$ cat src/hdl/intrusion_alarm_sequencer_top_assert.svh
// assertion macros for the intrusion alarm sequencer
`ifndef INTRUSION_ALARM_SEQUENCER_TOP_ASSERT_SVH
`define INTRUSION_ALARM_SEQUENCER_TOP_ASSERT_SVH

// condition implies consequence in the same cycle
`define IAS_ASSERT_SAME(lbl, clk, rstn, ante, cons, msg) \
    lbl: assert property (@(posedge clk) disable iff (!(rstn)) (ante) |-> (cons)) \
        else $error(msg);

// condition implies consequence in the following cycle
`define IAS_ASSERT_NEXT(lbl, clk, rstn, ante, cons, msg) \
    lbl: assert property (@(posedge clk) disable iff (!(rstn)) (ante) |=> (cons)) \
        else $error(msg);

`endif

$ cat src/hdl/ias_pkg.sv
// types, constants and helpers shared by the intrusion alarm sequencer
package ias_pkg;

    localparam int unsigned MS_W      = 16;
    localparam int unsigned CHAR_W    = 8;
    localparam int unsigned COUNT_W   = 6;
    localparam int unsigned CFG_IDX_W = 3;

    localparam logic [COUNT_W-1:0] LINE_MAX = 6'd63;

    localparam logic [CHAR_W-1:0] CHAR_CR   = 8'd13;
    localparam logic [CHAR_W-1:0] CHAR_LF   = 8'd10;
    localparam logic [CHAR_W-1:0] CHAR_ZERO = 8'h30;
    localparam logic [CHAR_W-1:0] CHAR_ONE  = 8'h31;

    // bit positions of the pin level word
    localparam int unsigned PIN_YELLOW = 0;
    localparam int unsigned PIN_RED    = 1;
    localparam int unsigned PIN_LASER  = 2;
    localparam int unsigned PIN_TILT   = 3;

    localparam logic [MS_W-1:0] NORMAL_BLINK_RST   = 16'd1000;
    localparam logic [MS_W-1:0] DISARMED_BLINK_RST = 16'd1500;
    localparam logic [MS_W-1:0] ALARM_BLINK_RST    = 16'd100;
    localparam logic [MS_W-1:0] ALERT_HOLD_RST     = 16'd1000;
    localparam logic [MS_W-1:0] SENSOR_HOLDOFF_RST = 16'd1000;
    localparam logic [MS_W-1:0] TILT_RELEASE_RST   = 16'd1500;

    // configuration register indexes
    typedef enum logic [CFG_IDX_W-1:0] {
        REG_NORMAL_BLINK   = 3'd0,
        REG_DISARMED_BLINK = 3'd1,
        REG_ALARM_BLINK    = 3'd2,
        REG_ALERT_HOLD     = 3'd3,
        REG_SENSOR_HOLDOFF = 3'd4,
        REG_TILT_RELEASE   = 3'd5
    } cfg_reg_t;

    typedef struct packed {
        logic [MS_W-1:0] normal_blink_ms;
        logic [MS_W-1:0] disarmed_blink_ms;
        logic [MS_W-1:0] alarm_blink_ms;
        logic [MS_W-1:0] alert_hold_ms;
        logic [MS_W-1:0] sensor_holdoff_ms;
        logic [MS_W-1:0] tilt_release_ms;
    } cfg_t;

    typedef struct packed {
        logic [MS_W-1:0]   elapsed_ms;
        logic              rx_valid;
        logic [CHAR_W-1:0] rx_byte;
        logic              tilt_level;
        logic              laser_level;
    } item_t;

    typedef struct packed {
        logic yellow_led;
        logic red_led;
        logic laser_enable;
        logic tilt_echo;
        logic tilt_alarm;
        logic laser_alarm;
    } result_t;

    typedef struct packed {
        logic               armed;
        logic               alert_active;
        logic [MS_W-1:0]    alert_left;
        logic [MS_W-1:0]    tilt_cool_left;
        logic [MS_W-1:0]    tilt_quiet_left;
        logic [MS_W-1:0]    laser_cool_left;
        logic [MS_W-1:0]    blink_left;
        logic [MS_W-1:0]    blink_period;
        logic               blink_phase;
        logic               yellow_allowed;
        logic               red_allowed;
        logic [CHAR_W-1:0]  first_char;
        logic [COUNT_W-1:0] char_count;
        logic [3:0]         pin_levels;
    } state_t;

    localparam state_t STATE_RST = '{
        armed:           1'b1,
        alert_active:    1'b0,
        alert_left:      '0,
        tilt_cool_left:  '0,
        tilt_quiet_left: '0,
        laser_cool_left: '0,
        blink_left:      '0,
        blink_period:    NORMAL_BLINK_RST,
        blink_phase:     1'b0,
        yellow_allowed:  1'b1,
        red_allowed:     1'b1,
        first_char:      '0,
        char_count:      '0,
        pin_levels:      4'b0100
    };

    // saturating countdown
    function automatic logic [MS_W-1:0] count_down(input logic [MS_W-1:0] v,
                                                   input logic [MS_W-1:0] d);
        return (v > d) ? (v - d) : '0;
    endfunction

endpackage

$ cat src/hdl/intrusion_alarm_sequencer_top.sv
// top level of the intrusion alarm sequencer
// One request on the slave stream is one polling tick and yields exactly one result on the
// master stream. A tick is taken into an input register, then worked out combinationally into
// the result register and the sequencer state, so one tick per clock is sustained while
// results are taken; a result is offered from the result register once its tick has passed
// through the input register. The state update of a tick is a single pass of saturating subtracts
// and compares; that pass is what sets the cycle time. With a result waiting, one further
// request is still taken into the input register. Configuration registers are always ready; a
// written value only takes effect when it is next loaded into a countdown or the blink period.
module intrusion_alarm_sequencer_top
    import ias_pkg::*;
(
    input  logic                 aclk,
    input  logic                 aresetn,
    // tick requests
    input  logic                 s_tvalid,
    output logic                 s_tready,
    input  logic [31:0]          s_tdata,  // elapsed_ms[15:0], rx_byte[23:16], tilt_level[24],
                                           // laser_level[25], zero fill
    input  logic [0:0]           s_tuser,  // rx_valid[0]
    // results
    output logic                 m_tvalid,
    input  logic                 m_tready,
    output logic [7:0]           m_tdata,  // yellow_led[0], red_led[1], laser_enable[2],
                                           // tilt_echo[3], tilt_alarm[4], laser_alarm[5], zero fill
    // configuration writes
    input  logic                 cfg_valid,
    output logic                 cfg_ready,
    input  logic [CFG_IDX_W-1:0] cfg_index,
    input  logic [MS_W-1:0]      cfg_data
);

    `include "intrusion_alarm_sequencer_top_assert.svh"

    cfg_t    cfg;
    item_t   in_item_reg;
    logic    in_valid_reg;
    state_t  state_reg;
    state_t  state_next;
    result_t res_next;
    result_t out_res_reg;
    logic    out_valid_reg;
    logic    advance;
    logic    load;

    ias_cfg u_cfg (
        .aclk      (aclk),
        .aresetn   (aresetn),
        .cfg_valid (cfg_valid),
        .cfg_ready (cfg_ready),
        .cfg_index (cfg_index),
        .cfg_data  (cfg_data),
        .cfg       (cfg)
    );

    ias_step u_step (
        .state_cur  (state_reg),
        .cfg        (cfg),
        .item       (in_item_reg),
        .state_next (state_next),
        .result     (res_next)
    );

    // handshake: result register frees up when taken, input register when it moves on
    assign advance  = !out_valid_reg || m_tready;
    assign load     = in_valid_reg && advance;
    assign s_tready = !in_valid_reg || advance;

    // control and state
    always_ff @(posedge aclk) begin
        if (!aresetn) begin
            in_valid_reg  <= 1'b0;
            out_valid_reg <= 1'b0;
            state_reg     <= STATE_RST;
        end else begin
            if (s_tready) begin
                in_valid_reg <= s_tvalid;
            end
            if (advance) begin
                out_valid_reg <= in_valid_reg;
            end
            if (load) begin
                state_reg <= state_next;
            end
        end
    end

    // payload registers
    always_ff @(posedge aclk) begin
        if (s_tvalid && s_tready) begin
            in_item_reg.elapsed_ms  <= s_tdata[15:0];
            in_item_reg.rx_byte     <= s_tdata[23:16];
            in_item_reg.tilt_level  <= s_tdata[24];
            in_item_reg.laser_level <= s_tdata[25];
            in_item_reg.rx_valid    <= s_tuser[0];
        end
        if (load) begin
            out_res_reg <= res_next;
        end
    end

    // result packing
    assign m_tvalid = out_valid_reg;
    assign m_tdata  = {2'b00,
                       out_res_reg.laser_alarm,
                       out_res_reg.tilt_alarm,
                       out_res_reg.tilt_echo,
                       out_res_reg.laser_enable,
                       out_res_reg.red_led,
                       out_res_reg.yellow_led};

    // checks
    `IAS_ASSERT_SAME(a_laser_pin_follows_armed, aclk, aresetn, 1'b1, state_reg.pin_levels[PIN_LASER] == state_reg.armed, "laser pin differs from armed state")
    `IAS_ASSERT_NEXT(a_alarm_starts_alert, aclk, aresetn, load && (res_next.tilt_alarm || res_next.laser_alarm), state_reg.alert_active, "alarm fired without an active alert")
    `IAS_ASSERT_NEXT(a_alarm_only_armed, aclk, aresetn, load && (res_next.tilt_alarm || res_next.laser_alarm), state_reg.armed, "alarm fired while disarmed")
    `IAS_ASSERT_SAME(a_ready_when_empty, aclk, aresetn, !out_valid_reg, s_tready, "request stalled with empty result register")

endmodule

$ cat src/hdl/ias_cfg.sv
// configuration register file
module ias_cfg
    import ias_pkg::*;
(
    input  logic                 aclk,
    input  logic                 aresetn,
    input  logic                 cfg_valid,
    output logic                 cfg_ready,
    input  logic [CFG_IDX_W-1:0] cfg_index,
    input  logic [MS_W-1:0]      cfg_data,
    output cfg_t                 cfg
);

    cfg_t cfg_reg;

    assign cfg_ready = 1'b1;
    assign cfg      = cfg_reg;

    // register writes, unknown indexes are dropped
    always_ff @(posedge aclk) begin
        if (!aresetn) begin
            cfg_reg.normal_blink_ms   <= NORMAL_BLINK_RST;
            cfg_reg.disarmed_blink_ms <= DISARMED_BLINK_RST;
            cfg_reg.alarm_blink_ms    <= ALARM_BLINK_RST;
            cfg_reg.alert_hold_ms     <= ALERT_HOLD_RST;
            cfg_reg.sensor_holdoff_ms <= SENSOR_HOLDOFF_RST;
            cfg_reg.tilt_release_ms   <= TILT_RELEASE_RST;
        end else if (cfg_valid) begin
            case (cfg_index)
                REG_NORMAL_BLINK:   cfg_reg.normal_blink_ms   <= cfg_data;
                REG_DISARMED_BLINK: cfg_reg.disarmed_blink_ms <= cfg_data;
                REG_ALARM_BLINK:    cfg_reg.alarm_blink_ms    <= cfg_data;
                REG_ALERT_HOLD:     cfg_reg.alert_hold_ms     <= cfg_data;
                REG_SENSOR_HOLDOFF: cfg_reg.sensor_holdoff_ms <= cfg_data;
                REG_TILT_RELEASE:   cfg_reg.tilt_release_ms   <= cfg_data;
                default: ;
            endcase
        end
    end

endmodule

$ cat src/hdl/ias_step.sv
// next-state and result logic for one polling tick
module ias_step
    import ias_pkg::*;
(
    input  state_t  state_cur,
    input  cfg_t    cfg,
    input  item_t   item,
    output state_t  state_next,
    output result_t result
);

    always_comb begin
        state_t s;
        logic   tilt_fired;
        logic   laser_fired;
        logic   line_end;

        s           = state_cur;
        tilt_fired  = 1'b0;
        laser_fired = 1'b0;
        line_end    = (item.rx_byte == CHAR_CR) || (item.rx_byte == CHAR_LF);

        // all countdowns drop by the elapsed time
        s.tilt_cool_left  = count_down(s.tilt_cool_left, item.elapsed_ms);
        s.tilt_quiet_left = count_down(s.tilt_quiet_left, item.elapsed_ms);
        s.laser_cool_left = count_down(s.laser_cool_left, item.elapsed_ms);
        s.blink_left      = count_down(s.blink_left, item.elapsed_ms);
        s.alert_left      = count_down(s.alert_left, item.elapsed_ms);

        // blinker toggle
        if (s.blink_left == '0) begin
            s.blink_left             = s.blink_period;
            s.blink_phase            = !s.blink_phase;
            s.pin_levels[PIN_YELLOW] = s.blink_phase && s.yellow_allowed;
            s.pin_levels[PIN_RED]    = s.blink_phase && s.red_allowed;
        end

        // command line gathering
        if (item.rx_valid) begin
            if (line_end) begin
                if (s.char_count != '0) begin
                    if (s.first_char == CHAR_ZERO) begin
                        s.red_allowed    = 1'b0;
                        s.yellow_allowed = 1'b1;
                        s.blink_period   = cfg.disarmed_blink_ms;
                        s.armed          = 1'b0;
                    end else if (s.first_char == CHAR_ONE) begin
                        s.armed = 1'b1;
                    end
                end
                s.pin_levels[PIN_LASER] = s.armed;
                s.char_count            = '0;
            end else if (s.char_count < LINE_MAX) begin
                if (s.char_count == '0) begin
                    s.first_char = item.rx_byte;
                end
                s.char_count = s.char_count + 6'd1;
            end
        end

        // alert expiry and sensors, only while armed
        if (s.armed) begin
            if (s.alert_active && (s.alert_left == '0)) begin
                s.red_allowed    = 1'b1;
                s.yellow_allowed = 1'b1;
                s.blink_period   = cfg.normal_blink_ms;
                s.alert_active   = 1'b0;
            end
            s.pin_levels[PIN_TILT] = item.tilt_level;
            if (s.tilt_cool_left == '0) begin
                if ((s.tilt_quiet_left == '0) && !item.tilt_level) begin
                    s.alert_active   = 1'b1;
                    s.alert_left     = cfg.alert_hold_ms;
                    s.red_allowed    = 1'b1;
                    s.yellow_allowed = 1'b0;
                    s.blink_period   = cfg.alarm_blink_ms;
                    s.tilt_cool_left = cfg.sensor_holdoff_ms;
                    tilt_fired       = 1'b1;
                end else if (item.tilt_level) begin
                    s.tilt_quiet_left = cfg.tilt_release_ms;
                end
            end
            if ((s.laser_cool_left == '0) && item.laser_level) begin
                s.alert_active    = 1'b1;
                s.alert_left      = cfg.alert_hold_ms;
                s.red_allowed     = 1'b1;
                s.yellow_allowed  = 1'b0;
                s.blink_period    = cfg.alarm_blink_ms;
                s.laser_cool_left = cfg.sensor_holdoff_ms;
                laser_fired       = 1'b1;
            end
        end

        state_next          = s;
        result.yellow_led   = s.pin_levels[PIN_YELLOW];
        result.red_led      = s.pin_levels[PIN_RED];
        result.laser_enable = s.pin_levels[PIN_LASER];
        result.tilt_echo    = s.pin_levels[PIN_TILT];
        result.tilt_alarm   = tilt_fired;
        result.laser_alarm  = laser_fired;
    end

endmodule

$ cat config.mk
export PLATFORM = sky130hd
export DESIGN_NAME = intrusion_alarm_sequencer_top
export DESIGN_NICKNAME = d
export VERILOG_FILES = /design/src/hdl/ias_pkg.sv /design/src/hdl/intrusion_alarm_sequencer_top.sv /design/src/hdl/ias_cfg.sv /design/src/hdl/ias_step.sv
export VERILOG_INCLUDE_DIRS = /design/src /design/src/hdl
export SDC_FILE = /design/constraint.sdc
export NUM_CORES = 1
export LEC_CHECK = 0
export ABC_CLOCK_PERIOD_IN_PS = 4460
export BUFFER_PORTS_ARGS = -buffer_cell sky130_fd_sc_hd__buf_2
export CAP_MARGIN = 15
export CORE_MARGIN = 2
export CORE_UTILIZATION = 58
export DETAILED_ROUTE_END_ITERATION = 10
export GPL_TIMING_DRIVEN = 1
export PLACE_DENSITY = 0.76
export REMOVE_ABC_BUFFERS = 1
export SLEW_MARGIN = 10
export SYNTH_ARGS = -nofsm -noshare
export SYNTH_HDL_FRONTEND = slang
export SYNTH_SLANG_ARGS = --single-unit
$ cat constraint.sdc
create_clock -name aclk -period 4.46 [get_ports aclk]
set_input_delay 0.669 -clock aclk [delete_from_list [all_inputs] [get_ports aclk]]
set_output_delay 0.669 -clock aclk [all_outputs]
set_load 0.02 [all_outputs]
==> flow_metrics.py <==
metrics = {
    "synthesis": {
        "ys_types": 78,
        "synth_top_flop_cell": "dfxtp_1",
        "avgSynthCellArea_sq_um": 8.320,
        "synth_edf_count": 33,
        "netlist_area_sq_um": 15030,
        "yosys_warnings": 0,
        "syn_inst": 1806,
        "ys_ff_latch": 250,
        "async_flop_share_pct": 0,
        "yosysSeqAreaShare_pct": 35.51,
    },
    "clock_tree": {
        "ctsHtreeMaxLevel": 1,
        "cts_sinks": 250,
        "cts_tree": "built",
        "insertion_delay_ns": 0.56,
        "path_clk_slew_ns": 0.06,
        "cts_made_buffers": 28,
        "cts_buffer_depth": 3,
        "root_buffer": "clkbuf_16",
    },
    "place": {
        "place_inst": 2140,
        "preCtsSetupSlack_ns": 0.1645,
        "io_buffer_count": 58,
        "gp_congestion": 0.9805,
        "hpwl_mm": 30.22,
        "placed_area_sq_um": 15650,
    },
    "power_and_ir_drop": {
        "leakage_nw": 7.012,
        "ir_worst_vdd_uv": 354.8,
        "total_power_mw": 5.983,
        "power.density_nw_per_um2": 360.4,
    },
    "sta": {
        "hold_viol": 0,
        "tns_ns": 0,
        "finalSetupViolations": 0,
        "skew_ns": 0.02375,
        "fin_crit_sh_pct": 94.92,
        "grt_setup_unrepaired": "false",
        "slew_violations": 0,
        "holdWs_ns": 0.2783,
        "slew_headroom_pct": 26.31,
        "setup_ws_ns": 0.2265,
        "worst-slew-pin-transition_ns": 1.101,
        "max_freq_mhz": 236.2,
        "final_period_minus_worst_setup_slack_ns": 4.234,
    },
    "layout": {
        "fin_area_sq_um": 16600,
        "largest_reg_flops": 119,
        "area_growth_pct": 10.48,
        "final_cells": 2198,
        "multiInputGateArea_sq_um": 9104,
        "ff_latch_area_sq_um": 5335,
        "final_core_util_pct": 65.54,
        "fin_nets": 1989,
        "drive_gt1_share_pct": 10.34,
        "fillers": 2158,
    },
    "worst_setup_path": {
        "cp.required_ns": 4.87,
        "critPathLaunchType": "flip-flop",
        "path_class": "flip-flop to flip-flop",
        "arrival_ns": 4.64,
        "worst_setup_path_end_kind": "flip-flop",
        "critPathMaxFanout": 23,
    },
    "floorplanning": {
        "die_y_microns": 165.0,
        "die_area_sq_um": 27210,
        "start_util_pct": 59.33,
        "num_rows": 58,
        "die_w_microns": 165.0,
        "io_pins": 68,
        "core_sq_um": 25330,
    },
    "global_routing": {
        "grt_max_degree": 104,
        "track_usage_pct": 32.27,
        "antenna_found_initial": 0,
        "grt_pass1_wl_mm": 68.88,
        "grt_pass1_vias": 13001,
        "overflow": 0,
    },
    "run": {
        "drv_cap": 0,
    },
    "routing": {
        "drt-met1-wl_mm": 18.83,
        "drtIter0Drc": 1123,
        "via_per_inst": 6.311,
        "wirelength_mm": 44.28,
        "postRouteAntennaNets": 0,
        "wl_met2_mm": 20.32,
        "drc": 0,
        "top_layer": "met4",
        "wl_per_cell_microns": 20.15,
        "dr.pass1.iters": 5,
        "route.met3.wl_mm": 3.147,
        "vias": 13871,
    },
    "hold_path": {
        "hp-class": "input port to flip-flop",
    },
    "run_status": {
        "status": "complete, no violations",
    },
}
[logic make-up after synthesis]
logic type	synth area share (%)
mux	4.913
fa+ha+maj	7.494
flops	35.51
xor+xnor	3.148
simple gates	19.84
other cells	0.04998
compound gates	24.84
buf+inv	4.205
[per-layer routing]
metal  vias up  global-route usage (%)
li1       6649                       -
met1      6614                   42.11
met2       504                   54.13
met3       104                   3.893
met4         0                   13.60
met5         -                       0
[area by class of cell]
class	count	share of cell area [%]
multi-input combinational	1411	54.84
sequential	250	32.14
clock buffer	37	4.726
timing repair buffer	102	3.852
tap	330	2.487
inverter	52	1.214
clock inverter	14	0.7085
antenna	2	0.03015
[cell usage in the layout (no fill, tap or decap), drive strengths merged, types with 19 or more instances in the layout]
master  synthesis  routed
nand3          69      69
nand2         306     306
nor2           97      97
clkbuf         69      37
a221oi         21      21
nor3           33      33
edfxtp         33      33
nor2b          38      38
o21ai         117     117
buf            25     102
mux2i          49      49
ha             82      82
inv            51      51
a21oi         107     107
a31oi          27      27
a21boi         67      67
xor2           25      25
xnor2          29      29
a21o           43      43
o21a           19      19
mux2           22      22
dfxtp         217     217
[final timing paths]
path                                    from                         end  slack (ns)  cells after the start
setup / recovery   in_item_reg[15]$_DFFE_PP_  state_reg[19]$_SDFFE_PN1P_        0.23                     14
hold / removal                    s_tdata[7]   in_item_reg[18]$_DFFE_PP_        0.28                      1
setup reg to reg   in_item_reg[15]$_DFFE_PP_  state_reg[19]$_SDFFE_PN1P_        0.23                     14
hold reg to reg   u_cfg.cfg[48]$_SDFFE_PN0P_  state_reg[21]$_SDFFE_PN0P_        0.45                      1
[synthesized netlist by cell type (all sizes together) (38+ instances only)]
cell / count / area (sq um)
a21boi: 67 / 506.7
a21o: 43 / 322.8
a21oi: 107 / 535.5
clkbuf: 69 / 259.0
dfxtp: 217 / 4344
ha: 82 / 1026
inv: 51 / 191.4
mux2i: 49 / 490.5
nand2: 306 / 1149
nand3: 69 / 350.3
nor2: 97 / 366.6
nor2b: 38 / 237.7
o21ai: 117 / 585.6
[report_power, final]
part	internal [mW]	switching, mW
combinational	0.483	0.777
clock	1.29	0.970
sequential	2.39	0.0676
[critical path: stages (launching register included)]
cell       delay (ns)
edfxtp_1         0.36
inv_1            0.39
ha_1             0.40
a21o_1           0.22
a221oi_2         0.37
o21ai_1          0.15
o311ai_1         0.34
o2111ai_1        0.16
or4_1            0.50
nand2_1          0.11
a21boi_2         0.17
nand2b_2         0.25
buf_4            0.31
nor2b_1          0.24
o21ai_1          0.11
[what timing repair did]
item | in CTS | in global routing
setup endpoints to repair | 0 | 21
setup buffers | 0 | 5
hold buffers | 0 | 0
gates resized for setup | 0 | 1
Note: power is estimated with default switching activity, not from simulation.
